===== src/hdl/nsld_pkg.sv =====
// Shared types and constants for the network status LED driver.
package nsld_pkg;

  typedef enum logic [1:0] {
    MODE_INITIAL      = 2'd0,
    MODE_DISCONNECTED = 2'd1,
    MODE_CONNECTING   = 2'd2,
    MODE_CONNECTED    = 2'd3
  } mode_t;

  localparam logic REQ_TICK  = 1'b0;
  localparam logic REQ_EVENT = 1'b1;

  localparam logic [2:0] EV_START        = 3'd0;
  localparam logic [2:0] EV_ASSOCIATED   = 3'd1;
  localparam logic [2:0] EV_GOT_ADDRESS  = 3'd2;
  localparam logic [2:0] EV_DISCONNECTED = 3'd3;
  localparam logic [2:0] EV_STOPPED      = 3'd4;

  localparam int CFG_IDX_W = 3;
  localparam logic [CFG_IDX_W-1:0] CFG_SLOW_PERIOD = 3'd0;
  localparam logic [CFG_IDX_W-1:0] CFG_FAST_PERIOD = 3'd1;
  localparam logic [CFG_IDX_W-1:0] CFG_RAMP_PERIOD = 3'd2;
  localparam logic [CFG_IDX_W-1:0] CFG_RAMP_FLOOR  = 3'd3;
  localparam logic [CFG_IDX_W-1:0] CFG_RAMP_CEIL   = 3'd4;
  localparam logic [CFG_IDX_W-1:0] CFG_RAMP_INCR   = 3'd5;

  localparam logic [7:0]  DUTY_FULL = 8'd255;
  localparam logic [15:0] COUNT_MAX = 16'hFFFF;

  typedef struct packed {
    logic [15:0] slow_period;
    logic [15:0] fast_period;
    logic [15:0] ramp_period;
    logic [7:0]  ramp_floor;
    logic [7:0]  ramp_ceiling;
    logic [7:0]  ramp_increment;
  } cfg_t;

  typedef struct packed {
    mode_t       mode;
    logic [15:0] since_change;
    logic        blink_on;
    logic [8:0]  ramp_level;
    logic        ramp_rising;
    logic [7:0]  duty_now;
  } state_t;

  typedef struct packed {
    logic [7:0] duty;
    logic       duty_written;
    mode_t      link_mode;
  } result_t;

endpackage


===== src/hdl/network_status_led_driver.sv =====
// Top level of the network status LED driver: state, config and output staging.
//
//   channel | direction | handshake             | word
//   in_     | input     | in_valid / in_stall   | req_type, event_code, force_off
//   out_    | output    | out_valid / out_stall | duty, duty_written, link_mode
//   cfg_    | input     | cfg_valid / cfg_ready | cfg_index, cfg_data
//
// One word is taken per cycle while in_stall is low; its result is registered
// in out_r, or parked in the skid register behind it while out_r is occupied.
// The combinational update in nsld_step sets this rate. The skid keeps the
// input open for one more word; in_stall rises only when the skid is full.
// rst_n (synchronous, active low) restores the default config and idle state.
module network_status_led_driver (
  input  logic       clk,
  input  logic       rst_n,
  // input words
  input  logic       in_valid,
  output logic       in_stall,
  input  logic       in_req_type,
  input  logic [2:0] in_event_code,
  input  logic       in_force_off,
  // result words
  output logic       out_valid,
  input  logic       out_stall,
  output logic [7:0] out_duty,
  output logic       out_duty_written,
  output logic [1:0] out_link_mode,
  // config writes
  input  logic       cfg_valid,
  output logic       cfg_ready,
  input  logic [2:0] cfg_index,
  input  logic [15:0] cfg_data
);
  import nsld_pkg::*;

  cfg_t    cfg_r,   cfg_nxt;
  state_t  state_r, state_step;
  result_t res_step;
  result_t out_r,   out_nxt;
  result_t skid_r,  skid_nxt;
  logic    out_valid_r,  out_valid_nxt;
  logic    skid_valid_r, skid_valid_nxt;
  logic    in_acc, out_take;

  // Config writes are always taken; unknown indexes are dropped.
  assign cfg_ready = 1'b1;

  always_comb begin
    cfg_nxt = cfg_r;
    if (cfg_valid) begin
      case (cfg_index)
        CFG_SLOW_PERIOD: cfg_nxt.slow_period    = cfg_data;
        CFG_FAST_PERIOD: cfg_nxt.fast_period    = cfg_data;
        CFG_RAMP_PERIOD: cfg_nxt.ramp_period    = cfg_data;
        CFG_RAMP_FLOOR:  cfg_nxt.ramp_floor     = cfg_data[7:0];
        CFG_RAMP_CEIL:   cfg_nxt.ramp_ceiling   = cfg_data[7:0];
        CFG_RAMP_INCR:   cfg_nxt.ramp_increment = cfg_data[7:0];
        default: ;
      endcase
    end
  end

  // Compute the next pattern state and this word's result.
  nsld_step u_step (
    .cfg        (cfg_r),
    .cur        (state_r),
    .req_type   (in_req_type),
    .event_code (in_event_code),
    .force_off  (in_force_off),
    .nxt        (state_step),
    .res        (res_step)
  );

  assign in_stall = skid_valid_r;
  assign in_acc   = in_valid && !skid_valid_r;
  assign out_take = out_valid_r && !out_stall;

  // Output staging: refill from skid first, else from the new word; park the
  // new word in the skid when the output register stays occupied.
  always_comb begin
    out_nxt        = out_r;
    out_valid_nxt  = out_valid_r;
    skid_nxt       = skid_r;
    skid_valid_nxt = skid_valid_r;
    if (out_take || !out_valid_r) begin
      if (skid_valid_r) begin
        out_nxt        = skid_r;
        out_valid_nxt  = 1'b1;
        skid_valid_nxt = 1'b0;
      end else if (in_acc) begin
        out_nxt       = res_step;
        out_valid_nxt = 1'b1;
      end else begin
        out_valid_nxt = 1'b0;
      end
    end else if (in_acc) begin
      skid_nxt       = res_step;
      skid_valid_nxt = 1'b1;
    end
  end

  always_ff @(posedge clk) begin
    if (!rst_n) begin
      cfg_r.slow_period    <= 16'd1000;
      cfg_r.fast_period    <= 16'd200;
      cfg_r.ramp_period    <= 16'd20;
      cfg_r.ramp_floor     <= 8'd0;
      cfg_r.ramp_ceiling   <= 8'd255;
      cfg_r.ramp_increment <= 8'd5;
      state_r.mode         <= MODE_INITIAL;
      state_r.since_change <= '0;
      state_r.blink_on     <= 1'b0;
      state_r.ramp_level   <= '0;
      state_r.ramp_rising  <= 1'b1;
      state_r.duty_now     <= '0;
      out_valid_r          <= 1'b0;
      skid_valid_r         <= 1'b0;
    end else begin
      cfg_r        <= cfg_nxt;
      out_valid_r  <= out_valid_nxt;
      skid_valid_r <= skid_valid_nxt;
      // advance the pattern only on an accepted word
      if (in_acc) begin
        state_r <= state_step;
      end
    end
  end

  // Payload registers hold without reset.
  always_ff @(posedge clk) begin
    out_r  <= out_nxt;
    skid_r <= skid_nxt;
  end

  assign out_valid        = out_valid_r;
  assign out_duty         = out_r.duty;
  assign out_duty_written = out_r.duty_written;
  assign out_link_mode    = out_r.link_mode;

endmodule


===== src/hdl/nsld_step.sv =====
// Next-state and result logic for one tick or link event.
module nsld_step (
  input  nsld_pkg::cfg_t    cfg,
  input  nsld_pkg::state_t  cur,
  input  logic              req_type,
  input  logic [2:0]        event_code,
  input  logic              force_off,
  output nsld_pkg::state_t  nxt,
  output nsld_pkg::result_t res
);
  import nsld_pkg::*;

  logic [15:0]       count_inc;
  logic [15:0]       period;
  logic [9:0]        rise_sum;
  logic signed [10:0] fall_diff;
  logic              written;

  always_comb begin
    nxt       = cur;
    written   = 1'b0;
    count_inc = (cur.since_change == COUNT_MAX) ? cur.since_change
                                                : cur.since_change + 16'd1;
    case (cur.mode)
      MODE_CONNECTING: period = cfg.fast_period;
      MODE_CONNECTED:  period = cfg.ramp_period;
      default:         period = cfg.slow_period;
    endcase
    rise_sum  = {1'b0, cur.ramp_level} + {2'b00, cfg.ramp_increment};
    fall_diff = $signed({2'b00, cur.ramp_level}) - $signed({3'b000, cfg.ramp_increment});

    if (req_type == REQ_EVENT) begin
      case (event_code)
        EV_START:      nxt.mode = MODE_INITIAL;
        EV_ASSOCIATED: nxt.mode = MODE_CONNECTING;
        EV_GOT_ADDRESS: begin
          nxt.mode        = MODE_CONNECTED;
          nxt.ramp_level  = {1'b0, cfg.ramp_floor};
          nxt.ramp_rising = 1'b1;
        end
        EV_DISCONNECTED, EV_STOPPED: nxt.mode = MODE_DISCONNECTED;
        default: ;
      endcase
    end else begin
      nxt.since_change = count_inc;
      if (force_off) begin
        nxt.duty_now = '0;
        written      = 1'b1;
      end else if (count_inc >= period) begin
        nxt.since_change = '0;
        written          = 1'b1;
        if (cur.mode == MODE_CONNECTED) begin
          // drive the current level, then step and turn around at the limits
          nxt.duty_now = cur.ramp_level[7:0];
          if (cur.ramp_rising) begin
            if (rise_sum >= {2'b00, cfg.ramp_ceiling}) begin
              nxt.ramp_level  = {1'b0, cfg.ramp_ceiling};
              nxt.ramp_rising = 1'b0;
            end else begin
              nxt.ramp_level = rise_sum[8:0];
            end
          end else begin
            if (fall_diff <= $signed({3'b000, cfg.ramp_floor})) begin
              nxt.ramp_level  = {1'b0, cfg.ramp_floor};
              nxt.ramp_rising = 1'b1;
            end else begin
              nxt.ramp_level = fall_diff[8:0];
            end
          end
        end else begin
          nxt.blink_on = ~cur.blink_on;
          nxt.duty_now = cur.blink_on ? '0 : DUTY_FULL;
        end
      end
    end

    res.duty         = nxt.duty_now;
    res.duty_written = written;
    res.link_mode    = nxt.mode;
  end

endmodule


===== config.mk =====
export PLATFORM = sky130hd
export DESIGN_NAME = network_status_led_driver
export DESIGN_NICKNAME = d
export VERILOG_FILES = /design/src/hdl/nsld_pkg.sv /design/src/hdl/network_status_led_driver.sv /design/src/hdl/nsld_step.sv
export SDC_FILE = /design/constraint.sdc
export NUM_CORES = 1
export LEC_CHECK = 0
export ABC_AREA = 1
export BUFFER_PORTS_ARGS = -buffer_cell sky130_fd_sc_hd__buf_2
export CORE_UTILIZATION = 40
export DETAILED_ROUTE_END_ITERATION = 10
export MAX_ROUTING_LAYER = met4
export PLACE_DENSITY_LB_ADDON = 0.12
export SYNTH_ARGS = -nofsm -noshare
export SYNTH_HDL_FRONTEND = slang
export SYNTH_SLANG_ARGS = --single-unit

===== constraint.sdc =====
create_clock -name clk -period 3 [get_ports clk]
set_clock_uncertainty 0.1 [all_clocks]
set_input_delay 0.15 -clock clk [delete_from_list [all_inputs] [get_ports clk]]
set_output_delay 0.15 -clock clk [all_outputs]
set_load 0.005 [all_outputs]

==> results list, run 1 <==
* Measured slew at the worst slew-check pin: ~0.93 ns
- Sequential-to-total area share from yosys stat: 0.362
* Post-Place Cell Area: around 9200 um2
- The final reports fail on negative setup slack.
* Busiest metal layer after global routing: met2
* Sink count of the clock tree: 133
* Via count of the first global-routing pass: 7,264
* Total standard cell area after synthesis: approximately 8000 um2
* Fraction of post-synthesis cell area in the top cell type by area: 0.279
- Max-slew headroom: 0.374
- Number of nets with antenna violations after detailed routing: 0
- In the final layout, the share of cells above drive strength 1 is 0.269.
- Routed wire length: approximately 23,000 um
- Counting the buffers created by CTS gives 17.
- TritonCTS built the clock tree.
* Layout filler cell count: about 1.9k
- Remaining global-route overflow: 0
- First-pass GRT wire length: 37,500 um
- Maximum vdd drop: 0.435 mV
- Met1 usage: 0.312
- Routability-driven placement finished with a final weighted congestion of around 0.86.
- CP bufs+invs: 2
- The worst setup path is launched from a flip-flop.
- Total Nets Final: between 1k and 1.5k
- On the critical path the largest part of the delay comes from simple AND/OR/NAND/NOR gates.
- For this design, the slowest cell found on the critical path is sky130_fd_sc_hd__dfxtp_2.
- In the post-synthesis netlist, the biggest area contributors are sky130_fd_sc_hd__dfxtp_1, sky130_fd_sc_hd__nand2_1, sky130_fd_sc_hd__edfxtp_1.
- In this run the worst path has a maximum fanout of 7.
- After detailed routing, the number of vias per cell comes to 4.95.
* Floorplan row count: slightly above 50
- In the global route stage, overall resource usage came out at 0.245.
- CTS clk-pin slew, worst paths: around 0.07 ns
* Total of endpoints with negative setup slack in the final report: 53
- Across the run, the number of max-cap violations was 0.
* Number of hold violations in the final report: 0
* Longest Clk Path Bufs: 2
* Ant diodes: 0
* Violation count after the first detailed-routing iteration: between 400 and 500
- Overall die area: between 20,000 and 25,000 um2
- By instance count, the cell type seen most on the critical path is sky130_fd_sc_hd__nand2_2.
- Across all setup checks in the final design, the least slack found is -0.290 ns.
* Maximum operating frequency: approximately 300 MHz
- Met2 Track Usage GR: 0.408
* CP Data Arrival Time: approximately 3.4 ns
* Port buffer count: 41
* Crit-path cells: ha_4 -> nand2_4 -> nor3_4 -> nand2_2 -> nor2_4 -> nand3_4 -> nand2_2 -> nor2_1 -> xor2_1 -> ha_1 -> a21oi_1 -> o21a_1 -> nand2_2 -> nand2_4 -> nand3_4 -> buf_4 -> buf_6 -> o21ai_4 -> o21ai_0
- Once layout is done, the placed cells without fillers occupy 10,500 um2.
* Detailed-route wire length per cell: ~15 um
* Register Area: around 2900 um2
* Die Y-Extent: about 140 um
- By startpoint and endpoint, the worst setup path is classified as reg2reg.
- Clock latency reported for the late side of the worst-skew pair: between 0.4 and 0.5 ns
- WHS: 0.0129 ns
* Combined area of the multi-input logic cells: 4780 um2
- Final HPWL from detailed placement: 15,900 um
- Post-detailed-route DRC marker count: 0
- The root buffer cell chosen for the clock tree is sky130_fd_sc_hd__clkbuf_16.
- The run finished, with violations left.
- Gate Count Post-Synth: 1,108
- After synthesis, the mean cell area works out to between 7 and 8 um2.
- Number of iterations in the first detailed-routing pass: 5
* Area added between synthesis and finish: 32.3%
- Setup repair after global routing could not meet its margin everywhere.
- Largest net degree at the start of global routing: between 80 and 90
- After synthesis, the netlist uses 46 different library cells.
* Req. time, crit path: slightly above 3 ns
* Seq cells post-synth: roughly 130
* Io pins: 43
- The worst setup path is captured at a flip-flop.
- Power comes to between 0.004 and 0.005 W.
- Met3 Resource Use GR: 0.0325
- Tmin final: around 3.3 ns
- Classification of the worst-slack hold path: in2reg
- Overall via count from detail_route: approximately 7.7k
- In the finished design, the share of the clock period the worst path needs comes to 1.10.
- In this run the power density over the cells is between 400 and 500 nW/um2.
- Total leakage power: slightly above 5 nW
- Total number of yosys warnings: 0
* Core region area: between 15,000 and 20,000 um2
- Effective utilization at floorplan: 0.409
* Initial antenna violation count: 0
- Die Width: 143 um
- The number of nets in the synthesized netlist is about 1.2k.
- The total count of max-transition violations in the final report is 0.
* Cell taking the most area after synthesis: sky130_fd_sc_hd__dfxtp_1
- On the worst path, the slowest cell contributes a delay of 0.35 ns.
- CTS built an H-tree with a depth of 4.
## synthesized netlist by cell type, drive strengths merged
library cell  instances
fa                    2
o22ai                 2
nand3                78
inv                 130
nor2                134
a22o                  3
clkinv                4
o21a                  4
and2                  1
o21bai                3
conb                  1
nand2               273
buf                  12
xnor2                 4
o211ai               15
a21oi                79
nand4                18
ha                   49
a31oi                 3
xor2                 12
or2                  12
o21ai                83
dfxtp               111
clkbuf               29
nor3                 11
edfxtp               22
o221ai               12
o2111ai               1
## where the power goes
part | internal (W) | switching, W | leakage (nW) | total, W
logic | 0.000237 | 0.000371 | 3.64 | 0.000608
clock network | 0.00126 | 0.000890 | 0.298 | 0.00215
registers | 0.00187 | 0.0000316 | 1.11 | 0.00190
total | 0.00337 | 0.00129 | 5.05 | 0.00466
## logic make-up (layout without fill, tap and decap cells)
group,after synthesis,after routing,synth area share
xor+xnor,16,16,0.0176
other cells,1,1,0.000471
fa+ha+maj,51,51,0.0820
compound gates,205,205,0.156
buf+inv,175,351,0.0879
flops,133,133,0.362
simple gates,527,529,0.294
## cells in the final DEF, fill, tap and decap left out, types with 4 or more instances in the layout
cell / n
sky130_fd_sc_hd__nand2_1: 239
sky130_fd_sc_hd__nor2_1: 122
sky130_fd_sc_hd__inv_1: 119
sky130_fd_sc_hd__buf_4: 110
sky130_fd_sc_hd__dfxtp_1: 108
sky130_fd_sc_hd__o21ai_0: 66
sky130_fd_sc_hd__a21oi_1: 58
sky130_fd_sc_hd__nand3_1: 55
sky130_fd_sc_hd__ha_1: 44
sky130_fd_sc_hd__buf_2: 41
sky130_fd_sc_hd__nand2_2: 23
sky130_fd_sc_hd__edfxtp_1: 22
sky130_fd_sc_hd__nand3_2: 19
sky130_fd_sc_hd__dlygate4sd3_1: 19
sky130_fd_sc_hd__clkbuf_16: 18
sky130_fd_sc_hd__nand4_1: 17
sky130_fd_sc_hd__a21oi_2: 17
sky130_fd_sc_hd__o211ai_1: 15
sky130_fd_sc_hd__or2_2: 12
sky130_fd_sc_hd__o221ai_1: 12
sky130_fd_sc_hd__nand2_4: 11
sky130_fd_sc_hd__buf_6: 11
sky130_fd_sc_hd__o21ai_1: 9
sky130_fd_sc_hd__nor2_2: 9
sky130_fd_sc_hd__xor2_1: 9
sky130_fd_sc_hd__inv_2: 9
sky130_fd_sc_hd__o21ai_2: 7
sky130_fd_sc_hd__nand3_4: 6
sky130_fd_sc_hd__inv_6: 6
sky130_fd_sc_hd__nor3_1: 5
sky130_fd_sc_hd__a21oi_4: 4
sky130_fd_sc_hd__buf_12: 4
## flip-flops by register name, summed over array words and instances (netlist names)
signal,cells
cfg_r,72
state_r,37
skid_r,11
out_duty,8
out_link_mode,2
in_stall,1
out_duty_written,1
out_valid,1
## layer usage
layer | share of wire | vias to the layer above
met3 | 0.032 | 25
met1 | 0.48 | 3534
met4 | 0.015 | 0
met5 | 0 | -
li1 | - | 3976
met2 | 0.48 | 136
## final cells by class
| type | count | area share |
|---|---|---|
| Multi-Input combinational cell | 802 | 0.453 |
| Sequential cell | 133 | 0.274 |
| Timing Repair Buffer | 185 | 0.135 |
| Inverter | 134 | 0.0489 |
| Clock buffer | 20 | 0.0453 |
| Tap cell | 265 | 0.0315 |
| Clock inverter | 12 | 0.0121 |
## worst reg2reg max path, cell delays in order, from the launching register on
cell and delay (ns):
sky130_fd_sc_hd__dfxtp_2 0.35, sky130_fd_sc_hd__ha_4 0.16, sky130_fd_sc_hd__nand2_4 0.06, sky130_fd_sc_hd__nor3_4 0.21
sky130_fd_sc_hd__nand2_2 0.11, sky130_fd_sc_hd__nor2_4 0.14, sky130_fd_sc_hd__nand3_4 0.12, sky130_fd_sc_hd__nand2_2 0.10
sky130_fd_sc_hd__nor2_1 0.05, sky130_fd_sc_hd__xor2_1 0.22, sky130_fd_sc_hd__ha_1 0.28, sky130_fd_sc_hd__a21oi_1 0.15
sky130_fd_sc_hd__o21a_1 0.16, sky130_fd_sc_hd__nand2_2 0.07, sky130_fd_sc_hd__nand2_4 0.10, sky130_fd_sc_hd__nand3_4 0.15
sky130_fd_sc_hd__buf_4 0.19, sky130_fd_sc_hd__buf_6 0.11, sky130_fd_sc_hd__o21ai_4 0.12, sky130_fd_sc_hd__o21ai_0 0.09
## what timing repair did
item	4_1_cts	5_1_grt
buffers inserted	10	3
endpoints found under the hold margin	44	0
resized for setup	71	35
pin swaps	27	14
gates cloned	2	0
hold buffers	19	0
endpoints found under the setup margin	53	53
## worst paths after layout
path                             startpoint               end  slack (ns)  cells after the start
worst max-delay path            state_r[20]  out_duty_written       -0.29                     19
worst min-delay path            cfg_data[5]         cfg_r[61]        0.01                      3
worst max register to register  state_r[20]  out_duty_written       -0.29                     19
worst min register to register    cfg_r[61]         cfg_r[61]        0.35                      2
## through the flow
stage	TNS, ns	instances	setup WS [ns]	utilization
global route	-21.02	1551	-0.512	0.542
detailed placement	-11.88	1485	-0.364	0.474
finish	-9.75	1551	-0.290	0.542
floorplan	-0.0647	1108	-0.0108	-
CTS	-8.88	1548	-0.263	0.534
global placement	-7.51	1485	-0.306	0.474
Note: power is estimated with default switching activity, not from simulation.
==> run 2: changes to the inputs <==
PLACE_DENSITY = 0.53   (was default)
PLACE_DENSITY_LB_ADDON = default   (was 0.12)
clock period = 4.26 ns   (was 3 ns; I/O delays follow)
==> run 2 against run 1 <==
The flow now finishes without violations. Clock power down 28%. Utilization shrank 7.5 points. Die area did not move. Worst setup slack better by 0.97 ns. Maximum frequency shrank 8.2%. Final cell count fell by 8.3%. Wire length is 6.4% lower. Register-to-register slack better by 0.97 ns. Sequential power is 29% lower. Combinational power is 41% lower. Power down 30%.
==> results list, run 2 (synthesized netlist as in run 1, its figures left out) <==
- Remaining global-route overflow: 0 (unchanged)
* Detailed-route wire length per cell: 15.1 um (was 14.8 um)
- Io pins: 43 (unchanged)
- The global-route wire length before repair was 35,100 um (was 37,500 um).
* Measured slew at the worst slew-check pin: 0.947 ns (was 0.933 ns)
* Layout cell share with drive strength beyond 1: 0.132 (was 0.269)
- Last weighted congestion value of the routability-driven placer: 0.919 (was 0.861)
- Clock root buffer master: sky130_fd_sc_hd__clkbuf_16 (unchanged)
- Sink count of the clock tree: 133 (unchanged)
- The maximum root-to-sink buffer count came to 2 (unchanged).
- The quantity of gates resized following cts is 0 (was 71).
- The total count of max-transition violations in the final report came to 0 (unchanged).
- RSZ-0062 raised after global routing: false (was true)
- CP bufs+invs: 1 (was 2)
* Most numerous cell on the critical path: sky130_fd_sc_hd__nand2_1 (was sky130_fd_sc_hd__nand2_2)
- Number of hold violations in the final report: 0 (unchanged)
- The setup slack of the worst register-to-register path came to 0.68 ns (was -0.29 ns).
- Post-detailed-route DRC marker count: 0 (unchanged)
- Fin cells: 1,423 (was 1,551)
- The starting utilization of the core area is 0.409 (unchanged).
* Run status: finished clean (was complete, but fails checks)
- The clock-pin slew reported for the worst setup and hold paths after clock tree synthesis was 0.06 ns (was 0.07 ns).
- The final hold slack was 0.0212 ns (was 0.0129 ns).
- The maximum achievable frequency came to 279 MHz (was 304 MHz).
- The type of the tightest min-delay check is in2reg (unchanged).
- Depth of the worst hold-timing path: 3 (unchanged)
- Die Width: 143 um (unchanged)
- Worst reg-to-reg path cell count: 18 (was 19)
- Top library cells by usage in the layout, fill and taps aside: sky130_fd_sc_hd__nand2_1, sky130_fd_sc_hd__nor2_1, sky130_fd_sc_hd__inv_1, sky130_fd_sc_hd__dfxtp_1 (was sky130_fd_sc_hd__nand2_1, sky130_fd_sc_hd__nor2_1, sky130_fd_sc_hd__inv_1, sky130_fd_sc_hd__buf_4, sky130_fd_sc_hd__dfxtp_1).
- The detailed-router iteration count before antenna repair came to 6 (was 5).
- The kind of start point of the critical path was a flip-flop (unchanged).
* Floorplan row count: 51 (unchanged)
* Routed wire length: 21,400 um (was 22,900 um)
* Total Nets Final: 1,225 (was 1,353)
* Ant diodes: 0 (unchanged)
- The endpoint required time on the critical path is 4.34 ns (was 3.07 ns).
- The final setup violation count is 0 (was 53).
* Core region area: 19,500 um2 (unchanged)
- The cell class contributing the biggest share of worst-path delay is simple AND/OR/NAND/NOR gates (unchanged).
- The number of H-tree levels was 4 (unchanged).
* Levels on crit path: 18 (was 19)
- The final sum of negative setup slack was 0 ns (was -9.75 ns).
- The flip-flop count of the largest register, all copies and words added was 72 (unchanged).
* Largest registers in the final layout: cfg_r x72, state_r x37, skid_r x11 (unchanged)
* Via count of the first global-routing pass: 6,605 (was 7,264)
* Hold path startpoint: cfg_data[0] (was cfg_data[5])
- The origin of the critical flop-to-flop path is state_r[19] (was state_r[20]).
- The leakage power was 4.25 nW (was 5.05 nW).
- The max-slew headroom at the worst pin was 0.366 (was 0.374).
- Worst Hold End: cfg_r[0] (was cfg_r[61])
- Final period util: 0.841 (was 1.10)
- The power density of the placed cells came to 357 nW/um2 (was 443 nW/um2).
- CP max stage delay: 0.39 ns (was 0.35 ns)
- Destination of the worst register-to-register timing path: out_duty[2] (was out_duty_written)
* Critical setup path kind: reg2reg (unchanged)
* CP Data Arrival Time: 3.66 ns (was 3.36 ns)
* TritonCTS clock tree: built (unchanged)
- Most frequent standard cell in the layout excluding fill and tap cells: sky130_fd_sc_hd__nand2_1 (unchanged)
- Tmin final: 3.58 ns (was 3.29 ns)
- Violation count after the first detailed-routing iteration: 514 (was 407)
* Initial antenna violation count: 0 (unchanged)
- The area added between synthesis and finish came to 14.1% (was 32.3%).
- Clock latency reported for the late side of the worst-skew pair: 0.43 ns (about the same)
- The height of the die is 143 um (unchanged).
* Overall die area: 20,500 um2 (unchanged)
* Cts bufs inserted: 17 (unchanged)
* Register ranked first by flip-flop count: cfg_r (unchanged)
- The pin count of the biggest net entering global routing came to 85 (unchanged).
- Total routing resource utilization after global routing: 0.232 (was 0.245)
* Max-capacitance violation count: 0 (unchanged)
* Count of placed standard cells including taps: 1,382 (was 1,485)
- The count of nets left with antenna violations after detail routing was 0 (unchanged).
- Final HPWL from detailed placement: 15,100 um (was 15,900 um)
* Maximum vdd drop: 0.291 mV (was 0.435 mV)
- The port buffer count came to 41 (unchanged).
- Slowest CP cell: sky130_fd_sc_hd__dfxtp_1 (was sky130_fd_sc_hd__dfxtp_2)
- The largest fanout on the critical path is 19 (was 7).
* Via-per-instance ratio: 4.90 (was 4.95)
* Crit-path cells: ha_1 -> nand2_1 -> nor3_2 -> nand2_2 -> nor2_4 -> nand2_1 -> a31oi_1 -> ha_1 -> a21oi_1 -> o21ai_1 -> a21oi_2 -> nand3_4 -> o21ai_0 -> inv_1 -> nand2_1 -> nand2_1 -> nand2_1 -> nand2_1 (was ha_4 -> nand2_4 -> nor3_4 -> nand2_2 -> nor2_4 -> nand3_4 -> nand2_2 -> nor2_1 -> xor2_1 -> ha_1 -> a21oi_1 -> o21a_1 -> nand2_2 -> nand2_4 -> nand3_4 -> buf_4 -> buf_6 -> o21ai_4 -> o21ai_0)
* Kind of end point of the critical path: flip-flop (unchanged)
* Overall via count from detail_route: 6,976 (was 7,671)
## run 2: changes by cell type in the layout (fill, tap and decap cells not counted), sizes merged, moves of 2 or more
cell,previous run,this run
dlygate4sd3,19,9
inv,138,135
clkbuf,20,22
buf,166,50
nand3,80,78
clkinvlp,1,3
## run 2: per-stage QoR
stage                     utilization  power (W)  instance area, um2  setup WS, ns
after floorplan                     -    0.00161                7970          1.18
after global placement          0.430    0.00172                8380         0.716
after detailed placement        0.430    0.00172                8380         0.702
after CTS                       0.467    0.00328                9090         0.686
after global routing            0.467    0.00338                9090         0.244
final                           0.467    0.00324                9090         0.676
## run 2: cell type report
| class | count | area [um2] |
|---|---|---|
| repair buffers | 59 | 363 |
| clock inverters | 10 | 101 |
| fillers | 2000 | 10400 |
| flip-flops and latches | 133 | 2880 |
| clock buffers | 22 | 522 |
| well taps | 265 | 332 |
| inverters | 134 | 504 |
| multi-input cells | 800 | 4380 |
## run 2: how the worst max path moves through the flow
stage                      from          end  slack (ns)
global placement    state_r[19]  out_duty[2]        0.72
finish              state_r[19]  out_duty[2]        0.68
detailed placement  state_r[19]  out_duty[2]        0.70
global route        state_r[19]  out_duty[2]        0.24
floorplan           state_r[19]  out_duty[0]        1.18
CTS                 state_r[19]  state_r[21]        0.69
## run 2: timing repair
item | in CTS | in global routing
hold endpoints to repair | 26 | 0
hold buffers | 9 | 0
buffers inserted | 0 | 0
## run 2: worst reg2reg max path: stages, from the launching register on
cell and delay, ns:
sky130_fd_sc_hd__dfxtp_1 0.39, sky130_fd_sc_hd__ha_1 0.25, sky130_fd_sc_hd__nand2_1 0.09, sky130_fd_sc_hd__nor3_2 0.17
sky130_fd_sc_hd__nand2_2 0.13, sky130_fd_sc_hd__nor2_4 0.16, sky130_fd_sc_hd__nand2_1 0.07, sky130_fd_sc_hd__a31oi_1 0.29
sky130_fd_sc_hd__ha_1 0.30, sky130_fd_sc_hd__a21oi_1 0.17, sky130_fd_sc_hd__o21ai_1 0.10, sky130_fd_sc_hd__a21oi_2 0.27
sky130_fd_sc_hd__nand3_4 0.27, sky130_fd_sc_hd__o21ai_0 0.22, sky130_fd_sc_hd__inv_1 0.07, sky130_fd_sc_hd__nand2_1 0.06
sky130_fd_sc_hd__nand2_1 0.09, sky130_fd_sc_hd__nand2_1 0.07, sky130_fd_sc_hd__nand2_1 0.06
## run 2: metal layers
metal	GRT usage	wire length, um	up-vias	part of all wire
met5	-	0	-	0
met4	0.0696	313	0	0.015
met3	0.0349	654	18	0.031
met2	0.372	9760	106	0.46
met1	0.300	10700	3139	0.50
li1	-	-	3713	-
## run 2: power by group
part	switching, W	internal (W)
Sequential	0.0000228	0.00132
Clock	0.000602	0.000939
Combinational	0.000238	0.000123
Total	0.000863	0.00238
==> run 3: changes to the inputs <==
ABC_AREA = 0   (was 1)
PLACE_DENSITY = 0.55   (was 0.53)
clock period = 3.05 ns   (was 4.26 ns; I/O delays follow)
==> run 3 against run 2 <==
The run now ends with negative setup slack left. Worst setup slack got worse by 1.7 ns. Utilization increased by 8.5 points. Wire length rose by 0.81%. Final cell count shrank 6.7%. Critical endpoint is now out_duty[3]. Register-to-register slack got worse by 1.7 ns. Critical path type unchanged. Highest routed layer unchanged. Worst hold slack improved by 0.076 ns. Largest cell class unchanged. Synthesized cell count is 17% lower.
==> results list, run 3 <==
- The checks that failed: negative setup slack.
- Largest registers in the final layout: cfg_r x72, state_r x37, skid_r x11 (unchanged).
* Gate Count Post-Synth: 915 (was 1,108)
- The final setup violation count is 53 (was 0).
* Layout filler cell count: 1,700 (was 2,000)
* Total Nets Final: 1,161 (was 1,225)
- Max-capacitance violation count: 0 (unchanged)
- The detailed-route DRC error count was 0 (unchanged).
- Req. time, crit path: 3.13 ns (was 4.34 ns)
* Number of iterations in the first detailed-routing pass: 5 (was 6)
- Classification of the worst-slack hold path: in2reg (unchanged)
* Area added between synthesis and finish: 35.0% (was 14.1%)
- The worst voltage drop across the vdd grid is 0.386 mV (was 0.291 mV).
* Clock latency reported for the late side of the worst-skew pair: 0.43 ns (about the same)
- Destination of the worst register-to-register timing path: out_duty[3] (was out_duty[2])
* Ant diodes: 0 (unchanged)
* Io pins: 43 (unchanged)
- Register ranked first by flip-flop count: cfg_r (unchanged)
- Max-slew headroom: 0.284 (was 0.366)
- The count of flip-flops with a built-in enable after synthesis came to 22 (unchanged).
* Fin cells: 1,328 (was 1,423)
- Routed wire length: 21,600 um (was 21,400 um)
- The total count of max-transition violations in the final report came to 0 (unchanged).
* Final period util: 1.32 (was 0.841)
- The core region area came to 18,800 um2 (was 19,500 um2).
* Number of H-tree levels: 4 (unchanged)
* CTS clk-pin slew, worst paths: 0.06 ns (about the same)
- The async set-reset flop share out of synthesis was 0 (unchanged).
- The sequential element share of the synthesized area came to 0.376 (was 0.362).
- Cell types with the highest counts after synthesis: sky130_fd_sc_hd__nand2_1, sky130_fd_sc_hd__dfxtp_1, sky130_fd_sc_hd__a21boi_0 (was sky130_fd_sc_hd__nand2_1, sky130_fd_sc_hd__nor2_1, sky130_fd_sc_hd__inv_1)
- The worst reg2reg path depth is 19 (was 18).
- The last weighted congestion value of the routability-driven placer is 0.832 (was 0.919).
- The number of sinks driven by the clock tree came to 133 (unchanged).
* Violation count after the first detailed-routing iteration: 433 (was 514)
- The number of global-route vias before repair is 6,378 (was 6,605).
* Cts bufs inserted: 17 (unchanged)
- The via count is 6,932 (was 6,976).
- The type of destination of the critical path is a flip-flop (unchanged).
* Top library cells by usage in the layout, fill and taps aside: sky130_fd_sc_hd__nand2_1, sky130_fd_sc_hd__buf_4, sky130_fd_sc_hd__dfxtp_1, sky130_fd_sc_hd__a21boi_0, sky130_fd_sc_hd__ha_1 (was sky130_fd_sc_hd__nand2_1, sky130_fd_sc_hd__nor2_1, sky130_fd_sc_hd__inv_1, sky130_fd_sc_hd__dfxtp_1)
- Longest Clk Path Bufs: 2 (unchanged)
- Final total negative setup slack: -44.63 ns (was 0 ns)
- The data arrival at the endpoint of the critical path is 4.11 ns (was 3.66 ns).
- End of the critical path: out_duty[3] (was out_duty[2])
* Most common cell in the netlist: sky130_fd_sc_hd__nand2_1 (unchanged)
- The share of the synthesized area in the top cell type came to 0.289 (was 0.279).
- The die span in x was 141 um (was 143 um).
- PnR Total Power: 0.00431 W (was 0.00324 W)
- The leakage power came to 4.27 nW (was 4.25 nW).
- The count of standard-cell rows was 50 (was 51).
- Number of hold violations in the final report: 0 (unchanged)
- Seq cells post-synth: 133 (unchanged)
- Cell taking the most area after synthesis: sky130_fd_sc_hd__dfxtp_1 (unchanged)
- Tmin final: 4.03 ns (was 3.58 ns)
* Maximum operating frequency: 248 MHz (was 279 MHz)
- TritonCTS clock tree: built (unchanged)
- The die area is 19,700 um2 (was 20,500 um2).
- Run status: complete, but fails checks (was finished clean).
* First-pass GRT wire length: 34,100 um (was 35,100 um)
* Number of flip-flops under the largest register name: 72 (unchanged)
* Cell types with the largest area share after synthesis: sky130_fd_sc_hd__dfxtp_1, sky130_fd_sc_hd__nand2_1, sky130_fd_sc_hd__edfxtp_1 (unchanged)
* Largest net degree at the start of global routing: 114 (was 85)
* Final HPWL from detailed placement: 14,500 um (was 15,100 um)
- The kind of start point of the critical path was a flip-flop (unchanged).
* Effective utilization at floorplan: 0.409 (about the same)
- The origin of the critical flop-to-flop path was state_r[25] (was state_r[19]).
- Total number of yosys warnings: 0 (unchanged)
- Layout cell share with drive strength beyond 1: 0.271 (was 0.132)
- Most frequent standard cell in the layout excluding fill and tap cells: sky130_fd_sc_hd__nand2_1 (unchanged)
- Mapped Avg Cell Area: 8.39 um2 (was 7.19 um2)
* Launching instance or port of the critical path: state_r[25] (was state_r[19])
- The height of the die is 141 um (was 143 um).
- Measured slew at the worst slew-check pin: 1.07 ns (was 0.947 ns)
- RSZ-0062 raised after global routing: true (was false)
* Number of different library cells in the post-synthesis netlist: 61 (was 46)
- Total standard cell area after synthesis: 7680 um2 (was 7970 um2)
- The clock root buffer master is sky130_fd_sc_hd__clkbuf_16 (unchanged).
* Number of nets produced by synthesis: 995 (was 1,188)
* Via-per-instance ratio: 5.22 (was 4.90)
- The flip-flop cell with the highest count after synthesis is sky130_fd_sc_hd__dfxtp_1 (unchanged).
- Worst path setup slack after routing: -0.981 ns (was 0.676 ns)
- The total overflow reported by the global router came to 0 (unchanged).
- The largest fanout on the critical path was 5 (was 19).
- Reg-to-reg slack, setup: -0.98 ns (was 0.68 ns)
* Port buffer count: 41 (unchanged)
* Critical setup path kind: reg2reg (unchanged)
- Number of nets with antenna violations after detailed routing: 0 (unchanged)
- Total routing resource utilization after global routing: 0.228 (was 0.232)
- Count of placed standard cells including taps: 1,260 (was 1,382)
- The power density of the placed cells was 416 nW/um2 (was 357 nW/um2).
* Detailed-route wire length per cell: 16.3 um (was 15.1 um)
* Initial antenna violation count: 0 (unchanged)
[run 3: changes by cell type after synthesis, moves of 40 or more]
cell	change
sky130_fd_sc_hd__a21boi_0	+60
sky130_fd_sc_hd__inv_1	-84
sky130_fd_sc_hd__nor2b_1	+40
sky130_fd_sc_hd__a21oi_1	-44
sky130_fd_sc_hd__nand2_1	-79
sky130_fd_sc_hd__nor2_1	-92
[run 3: worst min-delay path by stage]
stage	startpoint	end	cells past startpoint
after floorplan	cfg_data[2]	cfg_r[26]	2
after global placement	cfg_data[8]	cfg_r[64]	3
after detailed placement	cfg_data[9]	cfg_r[65]	3
after CTS	in_event_code[1]	skid_r[0]	3
after global routing	in_event_code[2]	skid_r[1]	4
final	in_event_code[1]	skid_r[0]	3
[run 3: cell type report]
| cell class | instances | area, um2 | share of cell area |
|---|---|---|---|
| clock buffers | 23 | 489 | 0.0472 |
| inverters | 39 | 146 | 0.0141 |
| well taps | 234 | 293 | 0.0283 |
| repair buffers | 196 | 1580 | 0.152 |
| clock inverters | 9 | 91.3 | 0.00882 |
| multi-input cells | 694 | 4870 | 0.470 |
| flip-flops and latches | 133 | 2890 | 0.279 |
[run 3: routing by layer]
layer / vias to the layer above / routed length (um) / global-route usage
met5: - / 0 / -
met4: 0 / 208 / 0.0566
met3: 15 / 748 / 0.0366
met2: 135 / 9640 / 0.342
met1: 3230 / 11000 / 0.318
li1: 3552 / - / -
[run 3: power by group]
part | switching (W) | internal [W]
registers | 0.0000208 | 0.00182
clock network | 0.000835 | 0.00122
logic | 0.000229 | 0.000181
[run 3: timing repair]
item                                   in CTS  in global routing
setup buffers                               9                  4
setup endpoints to repair                  53                 53
gates resized for setup                    50                 50
gates cloned                                3                  1
hold buffers                               19                  0
pin swaps                                  17                 26
endpoints found under the hold margin      73                  0
[run 3: cell families after synthesis]
family / count (synthesis) / share of synthesized area
mux: 34 / 0.0460
flops: 133 / 0.376
other cells: 1 / 0.000489
fa+ha+maj: 51 / 0.0851
compound gates: 220 / 0.201
simple gates: 367 / 0.223
xor+xnor: 20 / 0.0228
buf+inv: 89 / 0.0453
[run 3: worst max-delay path: stages (launching register included)]
cell                        delay (ns)
sky130_fd_sc_hd__dfxtp_1          0.34
sky130_fd_sc_hd__and4_4           0.22
sky130_fd_sc_hd__nand4_1          0.17
sky130_fd_sc_hd__nor2_4           0.17
sky130_fd_sc_hd__buf_6            0.12
sky130_fd_sc_hd__and4_2           0.28
sky130_fd_sc_hd__buf_4            0.13
sky130_fd_sc_hd__nor3b_1          0.05
sky130_fd_sc_hd__xor2_1           0.17
sky130_fd_sc_hd__ha_1             0.33
sky130_fd_sc_hd__nand3_1          0.14
sky130_fd_sc_hd__a211oi_4         0.29
sky130_fd_sc_hd__a2111oi_4        0.12
sky130_fd_sc_hd__buf_6            0.16
sky130_fd_sc_hd__clkbuf_16        0.15
sky130_fd_sc_hd__buf_6            0.12
sky130_fd_sc_hd__a211oi_2         0.22
sky130_fd_sc_hd__nor3_2           0.07
sky130_fd_sc_hd__a21o_1           0.17
sky130_fd_sc_hd__mux2_2           0.25
[run 3: through the flow]
stage | setup WS, ns | hold WS [ns] | cell area [um2] | util
floorplan | -0.713 | 0.176 | 7730 | -
global placement | -0.854 | 0.323 | 8990 | 0.479
detailed placement | -0.867 | 0.324 | 8990 | 0.479
CTS | -0.783 | 0.0920 | 10100 | 0.537
global route | -1.16 | 0.134 | 10400 | 0.552
finish | -0.981 | 0.0973 | 10400 | 0.552
